`src/assert_macros.svh`:
```
// Assertion macros shared by the lexer modules; they expect clk and rst in scope.
`ifndef ASSERT_MACROS_SVH
`define ASSERT_MACROS_SVH

// Condition that holds on every clock edge out of reset.
`define ASSERT_ALWAYS(label, expr, msg) \
  label: assert property (@(posedge clk) disable iff (rst) (expr)) else $error(msg);

// Condition that implies another in the same cycle.
`define ASSERT_IMPLIES(label, ante, cons, msg) \
  label: assert property (@(posedge clk) disable iff (rst) (ante) |-> (cons)) else $error(msg);

// Condition that implies another in the following cycle.
`define ASSERT_NEXT(label, ante, cons, msg) \
  label: assert property (@(posedge clk) disable iff (rst) (ante) |=> (cons)) else $error(msg);

`endif

```
`src/kwl_pkg.sv`:
```
// Shared types, codes, character classes and keyword tables of the keyword lexer.
`timescale 1ns / 1ps

package kwl_pkg;

  localparam int MAX_LEXEME_DEF = 255;
  localparam int FIFO_DEPTH     = 4;

  // result kinds
  localparam logic [1:0] RK_TOKEN = 2'd0;
  localparam logic [1:0] RK_ERROR = 2'd1;
  localparam logic [1:0] RK_END   = 2'd2;

  // token kinds
  localparam logic [4:0] TK_REL    = 5'd0;
  localparam logic [4:0] TK_RPAR   = 5'd1;
  localparam logic [4:0] TK_LPAR   = 5'd2;
  localparam logic [4:0] TK_ASSIGN = 5'd3;
  localparam logic [4:0] TK_OR     = 5'd4;
  localparam logic [4:0] TK_AND    = 5'd5;
  localparam logic [4:0] TK_ID     = 5'd6;
  localparam logic [4:0] TK_MUL    = 5'd7;
  localparam logic [4:0] TK_SUM    = 5'd8;
  localparam logic [4:0] TK_NEG    = 5'd9;
  localparam logic [4:0] TK_NUM    = 5'd10;
  localparam logic [4:0] TK_KW0    = 5'd11;
  localparam logic [4:0] TK_QUOTED = 5'd18;

  // characters
  localparam logic [7:0] CH_UNDER  = 8'h5F;
  localparam logic [7:0] CH_QUOTE  = 8'h22;
  localparam logic [7:0] CH_NL     = 8'h0A;
  localparam logic [7:0] CH_STAR   = 8'h2A;
  localparam logic [7:0] CH_SLASH  = 8'h2F;
  localparam logic [7:0] CH_COLON  = 8'h3A;
  localparam logic [7:0] CH_PLUS   = 8'h2B;
  localparam logic [7:0] CH_MINUS  = 8'h2D;
  localparam logic [7:0] CH_BANG   = 8'h21;
  localparam logic [7:0] CH_BAR    = 8'h7C;
  localparam logic [7:0] CH_AMP    = 8'h26;
  localparam logic [7:0] CH_LPAREN = 8'h28;
  localparam logic [7:0] CH_RPAREN = 8'h29;
  localparam logic [7:0] CH_LT     = 8'h3C;
  localparam logic [7:0] CH_GT     = 8'h3E;
  localparam logic [7:0] CH_EQ     = 8'h3D;
  localparam logic [7:0] CH_SPACE  = 8'h20;

  typedef struct packed {
    logic [1:0] kind;
    logic [4:0] tok;
    logic [7:0] len;
    logic       last;
  } res_t;

  // results of one processed character, handed to the output queue
  typedef struct packed {
    logic [1:0] count;
    res_t       res1;
    res_t       res0;
  } push_t;

  typedef struct packed {
    logic       hit;
    logic [4:0] off;
  } kw_hit_t;

  typedef struct packed {
    logic [2:0] k;
    logic [2:0] p;
  } kw_pos_t;

  // keyword trie: end else if integer while string print
  localparam int NUM_KW = 7;
  localparam logic [7:0] KW_CHAR [NUM_KW][8] = '{
    '{8'h65, 8'h6E, 8'h64, 8'h00, 8'h00, 8'h00, 8'h00, 8'h00},
    '{8'h65, 8'h6C, 8'h73, 8'h65, 8'h00, 8'h00, 8'h00, 8'h00},
    '{8'h69, 8'h66, 8'h00, 8'h00, 8'h00, 8'h00, 8'h00, 8'h00},
    '{8'h69, 8'h6E, 8'h74, 8'h65, 8'h67, 8'h65, 8'h72, 8'h00},
    '{8'h77, 8'h68, 8'h69, 8'h6C, 8'h65, 8'h00, 8'h00, 8'h00},
    '{8'h73, 8'h74, 8'h72, 8'h69, 8'h6E, 8'h67, 8'h00, 8'h00},
    '{8'h70, 8'h72, 8'h69, 8'h6E, 8'h74, 8'h00, 8'h00, 8'h00}
  };
  localparam logic [2:0] KW_LEN [NUM_KW] = '{3'd3, 3'd4, 3'd2, 3'd7, 3'd5, 3'd6, 3'd5};
  localparam logic [4:0] KW_OFF [NUM_KW] = '{5'd0, 5'd3, 5'd7, 5'd9, 5'd16, 5'd21, 5'd27};

  function automatic logic is_alpha(input logic [7:0] c);
    return (c inside {[8'h61:8'h7A]}) || (c inside {[8'h41:8'h5A]});
  endfunction

  function automatic logic is_digit(input logic [7:0] c);
    return c inside {[8'h30:8'h39]};
  endfunction

  function automatic logic is_space(input logic [7:0] c);
    return (c == CH_SPACE) || (c inside {[8'h09:8'h0D]});
  endfunction

  function automatic logic is_word(input logic [7:0] c);
    return is_alpha(c) || is_digit(c) || (c == CH_UNDER);
  endfunction

  // which keyword and how many characters a trie offset stands for
  function automatic kw_pos_t kw_decode(input logic [4:0] off);
    kw_pos_t r;
    r.k = 3'd0;
    for (int i = 1; i < NUM_KW; i++) begin
      if (off >= KW_OFF[i]) r.k = 3'(i);
    end
    r.p = 3'(off - KW_OFF[r.k] + 5'd1);
    return r;
  endfunction

  // next trie offset for character c; lowest keyword index wins
  function automatic kw_hit_t kw_follow(input kw_pos_t pos, input logic [7:0] c);
    kw_hit_t r;
    logic    match;
    r.hit = 1'b0;
    r.off = 5'd0;
    for (int k2 = NUM_KW - 1; k2 >= 0; k2--) begin
      match = KW_LEN[k2] > pos.p;
      for (int j = 0; j < 7; j++) begin
        if (j < int'(pos.p) && KW_CHAR[k2][j] != KW_CHAR[pos.k][j]) match = 1'b0;
      end
      if (match && KW_CHAR[k2][pos.p] == c) begin
        r.hit = 1'b1;
        r.off = 5'(KW_OFF[k2] + 5'(pos.p));
      end
    end
    return r;
  endfunction

  // trie offset for the first character of a keyword
  function automatic kw_hit_t kw_first(input logic [7:0] c);
    kw_hit_t r;
    r.hit = 1'b0;
    r.off = 5'd0;
    for (int k = NUM_KW - 1; k >= 0; k--) begin
      if (KW_CHAR[k][0] == c) begin
        r.hit = 1'b1;
        r.off = KW_OFF[k];
      end
    end
    return r;
  endfunction

endpackage

```
`src/kwl_core.sv`:
```
// Input register, lexer state and the one-character transition logic.
`timescale 1ns / 1ps
`include "assert_macros.svh"

module kwl_core import kwl_pkg::*; #(
  parameter int MAX_LEXEME = MAX_LEXEME_DEF
) (
  input  logic       clk,
  input  logic       rst,
  input  logic       in_valid,
  output logic       in_ready,
  input  logic [7:0] in_char,
  input  logic       in_eof,
  input  logic       room,
  output push_t      push
);

  localparam int LEN_CAP = (MAX_LEXEME < 255) ? MAX_LEXEME : 255;
  localparam logic [7:0] LEN_CAP8 = 8'(LEN_CAP);

  localparam logic [5:0] S_START      = 6'd0;
  localparam logic [5:0] S_ID         = 6'd1;
  localparam logic [5:0] S_NUM        = 6'd2;
  localparam logic [5:0] S_STR        = 6'd3;
  localparam logic [5:0] S_STR_END    = 6'd4;
  localparam logic [5:0] S_SLASH      = 6'd5;
  localparam logic [5:0] S_MUL        = 6'd6;
  localparam logic [5:0] S_ASSIGN     = 6'd7;
  localparam logic [5:0] S_ASSIGN_END = 6'd8;
  localparam logic [5:0] S_OR         = 6'd9;
  localparam logic [5:0] S_OR_END     = 6'd10;
  localparam logic [5:0] S_AND        = 6'd11;
  localparam logic [5:0] S_AND_END    = 6'd12;
  localparam logic [5:0] S_LPAR       = 6'd13;
  localparam logic [5:0] S_RPAR       = 6'd14;
  localparam logic [5:0] S_SUM        = 6'd15;
  localparam logic [5:0] S_NEG        = 6'd16;
  localparam logic [5:0] S_REL        = 6'd17;
  localparam logic [5:0] S_REL_END    = 6'd18;
  localparam logic [5:0] S_LINE       = 6'd19;
  localparam logic [5:0] S_BLOCK      = 6'd20;
  localparam logic [5:0] S_BLOCK_STAR = 6'd21;
  localparam logic [5:0] S_KW         = 6'd24;
  localparam logic [5:0] S_KW_LIMIT   = 6'd56;

  localparam logic [1:0] ACT_CONSUMED = 2'd0;
  localparam logic [1:0] ACT_TOKEN    = 2'd1;
  localparam logic [1:0] ACT_ERROR    = 2'd2;
  localparam logic [1:0] ACT_RESTART  = 2'd3;

  logic       hold_valid, hold_valid_next;
  logic [7:0] hold_char;
  logic       hold_eof;
  logic [5:0] state, state_next;
  logic [7:0] kept, kept_next;
  logic       process;

  logic [1:0] act;
  logic [4:0] tok;
  logic       to_start;
  logic [7:0] kc_base;
  logic [1:0] n;
  res_t       res [2];
  kw_pos_t    pos;
  kw_hit_t    fol;
  kw_hit_t    first;

  function automatic logic [7:0] sat_inc(input logic [7:0] v);
    return (v < LEN_CAP8) ? v + 8'd1 : v;
  endfunction

  assign process  = hold_valid && room;
  assign in_ready = !hold_valid || process;

  always_comb begin
    hold_valid_next = hold_valid;
    if (in_valid && in_ready) hold_valid_next = 1'b1;
    else if (process) hold_valid_next = 1'b0;
  end

  assign pos   = kw_decode(5'(state - S_KW));
  assign fol   = kw_follow(pos, hold_char);
  assign first = kw_first(hold_char);

  always_comb begin
    state_next = state;
    kept_next  = kept;
    act        = ACT_CONSUMED;
    tok        = TK_REL;
    to_start   = 1'b0;
    kc_base    = 8'd0;
    n          = 2'd0;
    res[0]     = '0;
    res[1]     = '0;

    if (state == S_START) begin
      to_start = 1'b1;
      kc_base  = kept;
    end else begin
      case (state)
        S_ID: begin
          if (!hold_eof && is_word(hold_char)) kept_next = sat_inc(kept);
          else begin act = ACT_TOKEN; tok = TK_ID; end
        end
        S_NUM: begin
          if (!hold_eof && is_digit(hold_char)) kept_next = sat_inc(kept);
          else begin act = ACT_TOKEN; tok = TK_NUM; end
        end
        S_STR: begin
          if (hold_eof) act = ACT_ERROR;
          else if (hold_char == CH_QUOTE) state_next = S_STR_END;
          else if (hold_char != CH_NL) kept_next = sat_inc(kept);
        end
        S_STR_END: begin act = ACT_TOKEN; tok = TK_QUOTED; end
        S_SLASH: begin
          if (!hold_eof && hold_char == CH_STAR) begin
            state_next = S_BLOCK;
            kept_next  = sat_inc(kept);
          end else if (!hold_eof && hold_char == CH_SLASH) begin
            state_next = S_LINE;
            kept_next  = sat_inc(kept);
          end else begin
            act = ACT_TOKEN;
            tok = TK_MUL;
          end
        end
        S_MUL:        begin act = ACT_TOKEN; tok = TK_MUL; end
        S_SUM:        begin act = ACT_TOKEN; tok = TK_SUM; end
        S_LPAR:       begin act = ACT_TOKEN; tok = TK_LPAR; end
        S_RPAR:       begin act = ACT_TOKEN; tok = TK_RPAR; end
        S_REL_END:    begin act = ACT_TOKEN; tok = TK_REL; end
        S_ASSIGN_END: begin act = ACT_TOKEN; tok = TK_ASSIGN; end
        S_OR_END:     begin act = ACT_TOKEN; tok = TK_OR; end
        S_AND_END:    begin act = ACT_TOKEN; tok = TK_AND; end
        S_REL, S_NEG: begin
          if (!hold_eof && hold_char == CH_EQ) begin
            state_next = S_REL_END;
            kept_next  = sat_inc(kept);
          end else begin
            act = ACT_TOKEN;
            tok = (state == S_REL) ? TK_REL : TK_NEG;
          end
        end
        S_ASSIGN: begin
          if (!hold_eof && hold_char == CH_EQ) begin
            state_next = S_ASSIGN_END;
            kept_next  = sat_inc(kept);
          end else act = ACT_ERROR;
        end
        S_OR: begin
          if (!hold_eof && hold_char == CH_BAR) begin
            state_next = S_OR_END;
            kept_next  = sat_inc(kept);
          end else act = ACT_ERROR;
        end
        S_AND: begin
          if (!hold_eof && hold_char == CH_AMP) begin
            state_next = S_AND_END;
            kept_next  = sat_inc(kept);
          end else act = ACT_ERROR;
        end
        S_LINE: begin
          if (hold_eof) act = ACT_RESTART;
          else if (hold_char == CH_NL) begin
            state_next = S_START;
            kept_next  = 8'd0;
          end else kept_next = sat_inc(kept);
        end
        S_BLOCK: begin
          if (hold_eof) act = ACT_ERROR;
          else if (hold_char == CH_STAR) begin
            state_next = S_BLOCK_STAR;
            kept_next  = sat_inc(kept);
          end
        end
        S_BLOCK_STAR: begin
          if (hold_eof) act = ACT_ERROR;
          else if (hold_char == CH_SLASH) begin
            state_next = S_START;
            kept_next  = 8'd0;
          end else if (hold_char != CH_STAR) state_next = S_BLOCK;
        end
        default: begin
          if (state >= S_KW && state < S_KW_LIMIT) begin
            if (!hold_eof && fol.hit) begin
              state_next = S_KW + {1'b0, fol.off};
              kept_next  = sat_inc(kept);
            end else if (!hold_eof && is_word(hold_char)) begin
              state_next = S_ID;
              kept_next  = sat_inc(kept);
            end else begin
              act = ACT_TOKEN;
              tok = (pos.p == KW_LEN[pos.k]) ? 5'(TK_KW0 + 5'(pos.k)) : TK_ID;
            end
          end else act = ACT_RESTART;
        end
      endcase

      case (act)
        ACT_TOKEN: begin
          res[0]   = '{kind: RK_TOKEN, tok: tok, len: kept, last: 1'b0};
          n        = 2'd1;
          to_start = 1'b1;
        end
        ACT_ERROR: begin
          res[0]     = '{kind: RK_ERROR, tok: TK_REL, len: 8'd0, last: 1'b0};
          n          = 2'd1;
          state_next = S_START;
          kept_next  = 8'd0;
          if (hold_eof) begin
            res[1] = '{kind: RK_END, tok: TK_REL, len: 8'd0, last: 1'b0};
            n      = 2'd2;
          end
        end
        ACT_RESTART: to_start = 1'b1;
        default: ;
      endcase
    end

    // re-examine the character from the start state
    if (to_start) begin
      state_next = S_START;
      kept_next  = kc_base;
      if (hold_eof) begin
        res[n[0]] = '{kind: RK_END, tok: TK_REL, len: 8'd0, last: 1'b0};
        n         = n + 2'd1;
        kept_next = 8'd0;
      end else if (first.hit) begin
        state_next = S_KW + {1'b0, first.off};
        kept_next  = sat_inc(kc_base);
      end else begin
        case (hold_char)
          CH_QUOTE:            state_next = S_STR;
          CH_STAR:             begin state_next = S_MUL;     kept_next = sat_inc(kc_base); end
          CH_SLASH:            begin state_next = S_SLASH;   kept_next = sat_inc(kc_base); end
          CH_COLON:            begin state_next = S_ASSIGN;  kept_next = sat_inc(kc_base); end
          CH_PLUS, CH_MINUS:   begin state_next = S_SUM;     kept_next = sat_inc(kc_base); end
          CH_BANG:             begin state_next = S_NEG;     kept_next = sat_inc(kc_base); end
          CH_BAR:              begin state_next = S_OR;      kept_next = sat_inc(kc_base); end
          CH_AMP:              begin state_next = S_AND;     kept_next = sat_inc(kc_base); end
          CH_LPAREN:           begin state_next = S_LPAR;    kept_next = sat_inc(kc_base); end
          CH_RPAREN:           begin state_next = S_RPAR;    kept_next = sat_inc(kc_base); end
          CH_LT, CH_GT:        begin state_next = S_REL;     kept_next = sat_inc(kc_base); end
          CH_EQ:               begin state_next = S_REL_END; kept_next = sat_inc(kc_base); end
          default: begin
            if (is_alpha(hold_char)) begin
              state_next = S_ID;
              kept_next  = sat_inc(kc_base);
            end else if (is_digit(hold_char)) begin
              state_next = S_NUM;
              kept_next  = sat_inc(kc_base);
            end else if (!is_space(hold_char)) begin
              // bad character: drop it
              res[n[0]] = '{kind: RK_ERROR, tok: TK_REL, len: 8'd0, last: 1'b0};
              n         = n + 2'd1;
              kept_next = 8'd0;
            end
          end
        endcase
      end
    end

    if (n == 2'd1) res[0].last = 1'b1;
    if (n == 2'd2) res[1].last = 1'b1;
  end

  assign push.count = process ? n : 2'd0;
  assign push.res0  = res[0];
  assign push.res1  = res[1];

  always_ff @(posedge clk) begin
    if (rst) begin
      hold_valid <= 1'b0;
      state      <= S_START;
      kept       <= 8'd0;
    end else begin
      hold_valid <= hold_valid_next;
      if (process) begin
        state <= state_next;
        kept  <= kept_next;
      end
    end
  end

  always_ff @(posedge clk) begin
    if (in_valid && in_ready) begin
      hold_char <= in_char;
      hold_eof  <= in_eof;
    end
  end

  `ASSERT_IMPLIES(a_start_empty, state == S_START, kept == 8'd0, "start state with kept text")
  `ASSERT_NEXT(a_eof_resets, process && hold_eof, state == S_START && kept == 8'd0, "eof left state")
  `ASSERT_NEXT(a_hold_stalled, hold_valid && !room, hold_valid && hold_char == $past(hold_char), "held char lost")

endmodule

```
`src/kwl_out_fifo.sv`:
```
// Result queue: takes up to two results a cycle, delivers one per transaction.
`timescale 1ns / 1ps
`include "assert_macros.svh"

module kwl_out_fifo import kwl_pkg::*; #(
  parameter int DEPTH = FIFO_DEPTH
) (
  input  logic  clk,
  input  logic  rst,
  input  push_t push,
  output logic  room,
  output logic  out_valid,
  input  logic  out_ready,
  output res_t  out_res
);

  localparam int PW = $clog2(DEPTH);
  localparam int CW = $clog2(DEPTH + 1);

  res_t          mem [DEPTH];
  logic [PW-1:0] wr_ptr, wr_ptr_next;
  logic [PW-1:0] rd_ptr;
  logic [CW-1:0] count, count_next;
  logic          pop;

  assign out_valid = count != '0;
  assign pop       = out_valid && out_ready;
  assign out_res   = mem[rd_ptr];
  // space for the worst case of two results
  assign room      = count <= CW'(DEPTH - 2);

  assign wr_ptr_next = wr_ptr + PW'(push.count);
  assign count_next  = count + CW'(push.count) - CW'(pop);

  always_ff @(posedge clk) begin
    if (rst) begin
      wr_ptr <= '0;
      rd_ptr <= '0;
      count  <= '0;
    end else begin
      wr_ptr <= wr_ptr_next;
      count  <= count_next;
      if (pop) rd_ptr <= rd_ptr + PW'(1);
    end
  end

  always_ff @(posedge clk) begin
    if (push.count != 2'd0) mem[wr_ptr] <= push.res0;
    if (push.count == 2'd2) mem[wr_ptr + PW'(1)] <= push.res1;
  end

  `ASSERT_ALWAYS(a_count_bound, count <= CW'(DEPTH), "result queue overfilled")
  `ASSERT_IMPLIES(a_push_fits, push.count != 2'd0, CW'(push.count) + count <= CW'(DEPTH), "push without space")
  `ASSERT_NEXT(a_count_track, !pop, count == $past(count) + CW'($past(push.count)), "count drift")

endmodule

```
`src/keyword_token_lexer.sv`:
```
// Top level of the keyword lexer: character stream in, token stream out.
//
//  channel  dir  tdata                               tuser            tlast
//  s_*      in   [7:0] char_code                     end_of_input     -
//  m_*      out  [4:0] token_kind, [12:5] lexeme_len  [1:0] result_kind last_result
//
// One character is accepted per cycle while s_tready is high; it waits in the input
// register until the queue has room, and its results are then written into the queue.
// A character with two results takes two transactions on the single output port, which
// bounds the sustained rate at one result per cycle, reached while m_tready is high.
// rst is synchronous: the lexer returns to the start state and the queue empties.
// s_tready drops only when the queue lacks room for two results and the input
// register is full; m_tready low simply holds the queue head.
`timescale 1ns / 1ps

module keyword_token_lexer import kwl_pkg::*; #(
  parameter int MAX_LEXEME = MAX_LEXEME_DEF,
  parameter int DEPTH      = FIFO_DEPTH
) (
  input  logic        clk,
  input  logic        rst,
  input  logic        s_tvalid,
  output logic        s_tready,
  input  logic [7:0]  s_tdata,   // [7:0] char_code
  input  logic        s_tuser,   // [0] end_of_input
  output logic        m_tvalid,
  input  logic        m_tready,
  output logic [15:0] m_tdata,   // [4:0] token_kind, [12:5] lexeme_length, [15:13] zero
  output logic [1:0]  m_tuser,   // [1:0] result_kind
  output logic        m_tlast    // last_result
);

  push_t push;
  logic  room;
  res_t  head;

  kwl_core #(.MAX_LEXEME(MAX_LEXEME)) u_core (
    .clk      (clk),
    .rst      (rst),
    .in_valid (s_tvalid),
    .in_ready (s_tready),
    .in_char  (s_tdata),
    .in_eof   (s_tuser),
    .room     (room),
    .push     (push)
  );

  kwl_out_fifo #(.DEPTH(DEPTH)) u_fifo (
    .clk       (clk),
    .rst       (rst),
    .push      (push),
    .room      (room),
    .out_valid (m_tvalid),
    .out_ready (m_tready),
    .out_res   (head)
  );

  assign m_tdata = {3'b000, head.len, head.tok};
  assign m_tuser = head.kind;
  assign m_tlast = head.last;

endmodule

```
`config.mk`:
```
export PLATFORM = sky130hd
export DESIGN_NAME = keyword_token_lexer
export DESIGN_NICKNAME = d
export VERILOG_FILES = /design/src/kwl_pkg.sv /design/src/kwl_core.sv /design/src/kwl_out_fifo.sv /design/src/keyword_token_lexer.sv
export VERILOG_INCLUDE_DIRS = /design/src /design/src/src
export SDC_FILE = /design/constraint.sdc
export NUM_CORES = 1
export LEC_CHECK = 0
export ABC_CLOCK_PERIOD_IN_PS = 21900
export BUFFER_PORTS_ARGS = -buffer_cell sky130_fd_sc_hd__buf_2
export CAP_MARGIN = 5
export CORE_MARGIN = 5
export CORE_UTILIZATION = 40
export CTS_CLUSTER_DIAMETER = 60
export DETAILED_ROUTE_END_ITERATION = 12
export PLACE_DENSITY = 0.58
export SYNTH_ARGS = -nofsm -noshare
export SYNTH_HDL_FRONTEND = slang
export SYNTH_SLANG_ARGS = --single-unit
```
`constraint.sdc`:
```
create_clock -name clk -period 21.9 [get_ports clk]
set_input_delay 3.285 -clock clk [delete_from_list [all_inputs] [get_ports clk]]
set_output_delay 3.285 -clock clk [all_outputs]
set_load 0.005 [all_outputs]
```
==> results of run 1 <==
-- registers in the layout (all words and copies together), names as in the netlist, named ones only --
signal / cells
u_fifo.rd_ptr: 2
u_core.hold_char: 8
u_core.hold_eof: 1
u_core.state: 6
u_core.hold_valid: 1
u_fifo.mem: 64
u_fifo.wr_ptr: 2
u_fifo.count: 3
u_core.kept: 8
-- path summary, 6_finish.rpt --
kind | cells past startpoint | from | end | slack [ps]
setup / recovery | 35 | u_core.state[3] | u_fifo.mem[2][12] | 9790
hold / removal | 2 | u_core.hold_valid | u_core.hold_valid | 520
setup reg to reg | 35 | u_core.state[3] | u_fifo.mem[2][12] | 9790
hold reg to reg | 2 | u_core.hold_valid | u_core.hold_valid | 520
-- synth_stat cells (16+ instances only) --
cell,n,area share
dfxtp_1,24,0.050
nand2_1,92,0.036
o211ai_1,17,0.013
inv_1,36,0.014
edfxtp_1,73,0.23
buf_2,20,0.010
a21oi_1,58,0.030
clkbuf_1,58,0.023
nor2_1,132,0.052
ha_1,36,0.047
mux4_2,16,0.038
or3_1,20,0.013
nand3_1,41,0.021
o21ai_0,69,0.036
xnor2_1,17,0.016
nand2b_1,22,0.014
and2_1,24,0.016
nor3_1,40,0.021
nand4_1,29,0.019
-- per-stage QoR --
| step | cells | cell area [µm²] | hold WS, ps |
|---|---|---|---|
| floorplan | 1168 | 9590 | 485 |
| CTS | 1454 | 10200 | 518 |
| global route | 1454 | 10200 | 582 |
| detailed placement | 1438 | 9840 | 505 |
| finish | 1454 | 10200 | 522 |
| global placement | 1438 | 9840 | 497 |
-- critical path: cells and delay by family, from the launching register on --
family,cells,cell delay (ps)
AND/OR/NAND/NOR,12,4130
AO/OA/AOI/OAI,11,2950
adder cells (fa/ha/maj),7,2460
flip-flops,1,860
buffers and inverters,4,780
XOR/XNOR,1,580
-- final cells by class --
type	count	area, µm²	area share
Clock inverter	7	91.3	0.00900
Clock buffer	9	225	0.0222
Inverter	38	143	0.0140
Tap cell	319	399	0.0393
Multi-Input combinational cell	935	6330	0.623
Timing Repair Buffer	49	293	0.0288
Sequential cell	97	2670	0.263
-- layer usage --
layer | GRT usage | up-vias | share of wire
li1 | - | 4327 | -
met1 | 0.350 | 4512 | 0.46
met3 | 0.0437 | 53 | 0.090
met2 | 0.339 | 489 | 0.43
met4 | 0.0571 | 2 | 0.020
met5 | 0 | - | 0.00041
-- placed cells by master, fill, tap and decap left out, drive strengths merged, types with 36 or more instances in the layout --
master  instances
buf            49
nor2          133
edfxtp         73
inv            41
o21ai          76
nand2          94
nor3           44
a21oi          61
nand3          41
ha             36
-- kinds of logic after synthesis --
group                      Yosys count
and+or+nand+nor                    495
AOI/OAI and AO/OA                  337
DFF                                 97
adders and majority gates           37
xor gates and xnor gates            33
muxes                               30
other                                1
buffers and inverters              136
==> qor.yml, run 1 <==
status: "finished clean"
fmax_mhz: 82.5
cts_setup_buffers: 0
grt_max_degree: 46
cp_common_cell: "ha_1"
antenna_left: 0
wl_um: 31700
area.growth.synth_to_final_pct: 6.01
cts_tree: "done"
finClkSkew_ps: 8.91
rows: 56
critPathCaptureType: "flip-flop"
vias_per_cell: 6.45
synthDistinctLibCells: 103
synthCells: 1166
fillers: 2405
place_hpwl_um: 23200
drive_above_1_share: 0.114
grt_pass1_vias: 8569
drt_iter0_drc: 1061
synth_top_family_by_area: "simple AND/OR/NAND/NOR gates"
synth-compound-area-share: 0.248
die_w_um: 165
hold_violations: 0
die_area_um2: 27100
slew_headroom: 0.285
slew_violations: 0
gp_congestion: 0.954
ys_seq_area_frac: 0.279
synth_mux_area_frac: 0.0525
hold_path_class: "reg -> reg"
finalWorstSetupSlack_ps: 9790
async_reset_ff_frac: 0
cts_resized: 0
die_y_um: 165
ys_ff_latch: 97
start_kind: "flip-flop"
required_ps: 21950
route.detailed.drc: 0
cts.sinks: 97
core_um2: 23500
critical_path_class: "reg -> reg"
clk_pin_slew_ps: 70
insertion_delay_ps: 360
fin_nets: 1180
synth-edff-count: 73
synthAdderAreaFrac: 0.0491
ys_warn_count: 0
io_pins: 34
finalCritPeriodShare: 0.553
rsz0062_at_grt: "no"
cts_hold_buf: 0
wl_per_cell_um: 21.8
min_period_ps: 12110
utilization: 0.431
grt_pass1_wl_um: 49400
cpPeakStageDelay_ps: 860
clock-root-buffer: "clkbuf_16"
synth_top_flop_cell: "edfxtp_1"
start_util: 0.407
worst_path_max_delay_cell: "dfxtp_1"
cp_max_fo: 26
grt_use_total: 0.231
htreeDepth: 3
antenna_found_initial: 1
finalSetupViolations: 0
setup_tns_ps: 0
critical_path_arrival_ps: 12170
diodes: 0
post_synth_xor_area_fraction: 0.0344
cts_buffers: 9
syn_area_per_cell_um2: 8.21
worst_slew_pin_slew_ps: 1060
yosys.area_share.simple: 0.275
port_buffers: 30
maxCapViolCount: 0
grt_overflow: 0
dr_total_vias: 9383
cts_max_path_buffers: 2
synth_area_um2: 9580
drt-pass1-iter-count: 5
dpl_worst_slack_ps: 10010
Power of run 1 is not shown: default switching activity piles up to over one toggle a cycle in this logic, so the estimate is an artifact.
==> inputs of run 2 (changes only) <==
--- a/config.mk
+++ b/config.mk
@@ -6,7 +6,7 @@
 export SDC_FILE = /design/constraint.sdc
 export NUM_CORES = 1
 export LEC_CHECK = 0
-export ABC_CLOCK_PERIOD_IN_PS = 21900
+export ABC_CLOCK_PERIOD_IN_PS = 11900
 export BUFFER_PORTS_ARGS = -buffer_cell sky130_fd_sc_hd__buf_2
 export CAP_MARGIN = 5
 export CORE_MARGIN = 5
==> constraint.sdc (replaced) <==
create_clock -name clk -period 11.9 [get_ports clk]
set_input_delay 1.785 -clock clk [delete_from_list [all_inputs] [get_ports clk]]
set_output_delay 1.785 -clock clk [all_outputs]
set_load 0.005 [all_outputs]
==> qor.yml, run 2 (synthesis results as in run 1) <==
r2r_slack_ps: 780
finalWorstSetupSlack_ps: 780
critical_path.top_delay_family: "simple AND/OR/NAND/NOR gates"
die_area_um2: 27100
cts_buffers: 9
cts_hold_buf: 0
vias_per_cell: 6.39
hold_depth: 2
finClkSkew_ps: 13.4
critical_path_class: "reg -> reg"
start_kind: "flip-flop"
rows: 56
area.growth.synth_to_final_pct: 6.31
grt_overflow: 0
grt_pass1_vias: 8654
finalCritPeriodShare: 0.934
reg_top3: "u_fifo.mem (64), u_core.hold_char (8), u_core.kept (8)"
status: "finished clean"
utilization: 0.433
worst-r2r-cell-count: 35
whs_endpoint: "u_core.hold_valid"
dr_total_vias: 9317
worstReg2RegEnd: "u_fifo.mem[3][12]"
antenna_found_initial: 0
largest-register: "u_fifo.mem"
dpl_worst_slack_ps: 1000
largest_register_ff_count: 64
final_common_cell: "nor2_1"
wl_um: 31700
io_pins: 34
rsz0062_at_grt: "no"
hold_path_class: "reg -> reg"
grt_max_degree: 41
core_um2: 23500
setup_tns_ps: 0
r2r-start: "u_core.state[4]"
min_from: "u_core.hold_valid"
multi_input_area_um2: 6330
cts_setup_buffers: 0
layout_common_cells: "132 x nor2_1, 92 x nand2_1, 73 x edfxtp_1"
antenna_left: 0
drt_iter0_drc: 1208
critical_path_arrival_ps: 11100
drt-pass1-iter-count: 5
cpPeakStageDelay_ps: 810
worst_slew_pin_slew_ps: 1080
die_y_um: 165
cp_num_buf_inv: 5
drive_above_1_share: 0.117
cts.sinks: 97
route.detailed.drc: 0
fillers: 2416
fmax_mhz: 89.9
start_util: 0.407
grt_use_total: 0.235
port_buffers: 30
finalSetupViolations: 0
cts_max_path_buffers: 2
gp_congestion: 0.994
worst_path_max_delay_cell: "dfxtp_1"
cts_tree: "done"
required_ps: 11880
diodes: 0
clock-root-buffer: "clkbuf_16"
ff_latch_area_um2: 2670
min_period_ps: 11120
slew_violations: 0
die_w_um: 165
wl_per_cell_um: 21.7
maxCapViolCount: 0
grt_pass1_wl_um: 50300
insertion_delay_ps: 360
critPathCaptureType: "flip-flop"
cp_common_cell: "ha_1"
cts_resized: 0
hold_violations: 0
fin_nets: 1185
cp_max_fo: 20
htreeDepth: 3
slew_headroom: 0.277
place_hpwl_um: 23400
clk_pin_slew_ps: 80
[run 2: stage by stage]
stage                     area (µm²)  instances  hold WS [ps]
final                          10200       1459           528
after global routing           10200       1459           541
after CTS                      10200       1459           526
after detailed placement        9870       1443           512
after global placement          9870       1443           503
after floorplan                 9590       1168           485
[run 2: cell type report]
cell class	instances	area share
Multi-Input combinational cell	935	0.622
Sequential cell	97	0.262
Tap cell	319	0.0392
Timing Repair Buffer	54	0.0324
Clock buffer	9	0.0221
Inverter	38	0.0140
Clock inverter	7	0.00811
[run 2: per-layer routing]
| layer | wire, µm | part of all wire | GRT usage |
|---|---|---|---|
| met3 | 3040 | 0.096 | 0.0559 |
| met1 | 14300 | 0.45 | 0.349 |
| met4 | 641 | 0.020 | 0.0526 |
| met5 | 0 | 0 | 0 |
| met2 | 13700 | 0.43 | 0.346 |
[run 2: tightest hold or removal path, stage by stage, from the launching register on]
cell	delay, ps
dfxtp_1	310
nand2b_1	100
a21oi_1	70
[run 2: worst max-delay path by stage]
stage	end	from	cells past startpoint
finish	u_fifo.mem[3][12]	u_core.state[4]	35
global route	u_fifo.mem[3][12]	u_core.state[4]	34
CTS	u_fifo.mem[3][12]	u_core.state[4]	36
detailed placement	u_fifo.mem[3][11]	u_core.state[4]	36
floorplan	u_fifo.mem[0][0]	u_core.state[3]	38
global placement	u_fifo.mem[3][11]	u_core.state[4]	36
Power of run 2 is left out for the same reason.
==> inputs of run 3 (changes only) <==
--- a/config.mk
+++ b/config.mk
@@ -9,11 +9,14 @@
 export ABC_CLOCK_PERIOD_IN_PS = 11900
 export BUFFER_PORTS_ARGS = -buffer_cell sky130_fd_sc_hd__buf_2
 export CAP_MARGIN = 5
+export CORE_ASPECT_RATIO = 0.75
 export CORE_MARGIN = 5
 export CORE_UTILIZATION = 40
 export CTS_CLUSTER_DIAMETER = 60
 export DETAILED_ROUTE_END_ITERATION = 12
 export PLACE_DENSITY = 0.58
+export REMOVE_ABC_BUFFERS = 1
 export SYNTH_ARGS = -nofsm -noshare
 export SYNTH_HDL_FRONTEND = slang
 export SYNTH_SLANG_ARGS = --single-unit
+export TNS_END_PERCENT = 100
==> qor.yml, run 3 (synthesis results as in run 1) <==
status: "finished clean"
cts_hold_buf: 0
layout_common_cells: "132 x nor2_1, 92 x nand2_1, 73 x edfxtp_1"
hold_path_class: "reg -> reg"
finalCritPeriodShare: 0.925
place_hpwl_um: 23200
antenna_found_initial: 0
cpPeakStageDelay_ps: 700
cp_common_cell: "ha_1"
critical_path.top_delay_family: "simple AND/OR/NAND/NOR gates"
setup_tns_ps: 0
drt-pass1-iter-count: 6
cts_resized: 0
cp.depth: 37
cp_max_fo: 20
dr_total_vias: 9297
final_common_cell: "nor2_1"
rows: 49
cts_tree: "done"
critical_path_class: "reg -> reg"
core_um2: 23800
port_buffers: 30
r2r_slack_ps: 890
grt_pass1_vias: 8468
finClkSkew_ps: 12.6
insertion_delay_ps: 360
r2r-start: "u_core.state[4]"
drive_above_1_share: 0.116
grt_use_total: 0.229
required_ps: 11880
fmax_mhz: 90.9
die_w_um: 189
die_y_um: 144
io_pins: 34
cts_max_path_buffers: 2
critPathCaptureType: "flip-flop"
min_period_ps: 11010
diodes: 0
largest_register_ff_count: 64
placed_area_um2: 9850
rsz0062_at_grt: "no"
finalSetupViolations: 0
drt_iter0_drc: 1339
reg_top3: "u_fifo.mem (64), u_core.hold_char (8), u_core.kept (8)"
start_kind: "flip-flop"
worst-r2r-cell-count: 37
gp_congestion: 0.968
fin_nets: 1183
cts.sinks: 97
worstReg2RegEnd: "u_fifo.mem[3][5]"
start_util: 0.403
grt_overflow: 0
wl_um: 31700
cts_buffers: 9
wl_per_cell_um: 21.9
grt_max_degree: 41
die_area_um2: 27200
clock-root-buffer: "clkbuf_16"
vias_per_cell: 6.44
worst_slew_pin_slew_ps: 1120
critical_path_arrival_ps: 10990
area.growth.synth_to_final_pct: 6.27
grt_pass1_wl_um: 49900
crit_start: "u_core.state[4]"
final_area_um2: 10200
cp_num_buf_inv: 6
largest-register: "u_fifo.mem"
hold_violations: 0
cts_setup_buffers: 0
maxCapViolCount: 0
antenna_left: 0
clk_pin_slew_ps: 70
slew_violations: 0
slew_headroom: 0.250
route.detailed.drc: 0
htreeDepth: 3
cp-endpoint: "u_fifo.mem[3][5]"
worst_path_max_delay_cell: "and2_1"
==> run 3: how the worst min path moves through the flow <==
stage / start / slack [ps] / end / cells past startpoint
6_report: u_core.hold_valid / 520 / u_core.hold_valid / 2
4_1_cts: u_core.hold_valid / 520 / u_core.hold_valid / 2
3_3_place_gp: u_core.hold_valid / 500 / u_core.hold_valid / 2
5_1_grt: u_core.hold_valid / 560 / u_core.hold_valid / 2
3_5_place_dp: u_core.hold_valid / 510 / u_core.hold_valid / 2
2_1_floorplan: u_fifo.rd_ptr[1] / 480 / flip-flop / 2
==> run 3: tightest hold or removal path, cell delays in order, from the launching register on <==
cell	delay, ps
dfxtp_1	310
nand2b_1	100
a21oi_1	70
==> run 3: area by class of cell <==
class                   count  area, µm²
fillers                  2389      13600
inverters                  38        143
clock inverters             6        101
well taps                 306        383
flip-flops and latches     97       2670
clock buffers              10        229
repair buffers             52        315
multi-input cells         935       6330
==> run 3: metrics by stage <==
step / worst slack, ps / instances / hold slack [ps] / util
after floorplan: 1540 / 1070 / 485 / -
after global placement: 1510 / 1428 / 497 / 0.414
after detailed placement: 1140 / 1428 / 511 / 0.414
after CTS: 1070 / 1444 / 521 / 0.428
after global routing: 141 / 1444 / 556 / 0.428
final: 895 / 1444 / 516 / 0.428
==> run 3: layer usage <==
metal / up-vias / track usage / wire (µm)
li1: 4339 / - / -
met1: 4406 / 0.367 / 15500
met2: 515 / 0.313 / 12500
met3: 37 / 0.0569 / 3370
met4: 0 / 0.0307 / 295
met5: - / 0 / 0
Power of run 3 is left out for the same reason.
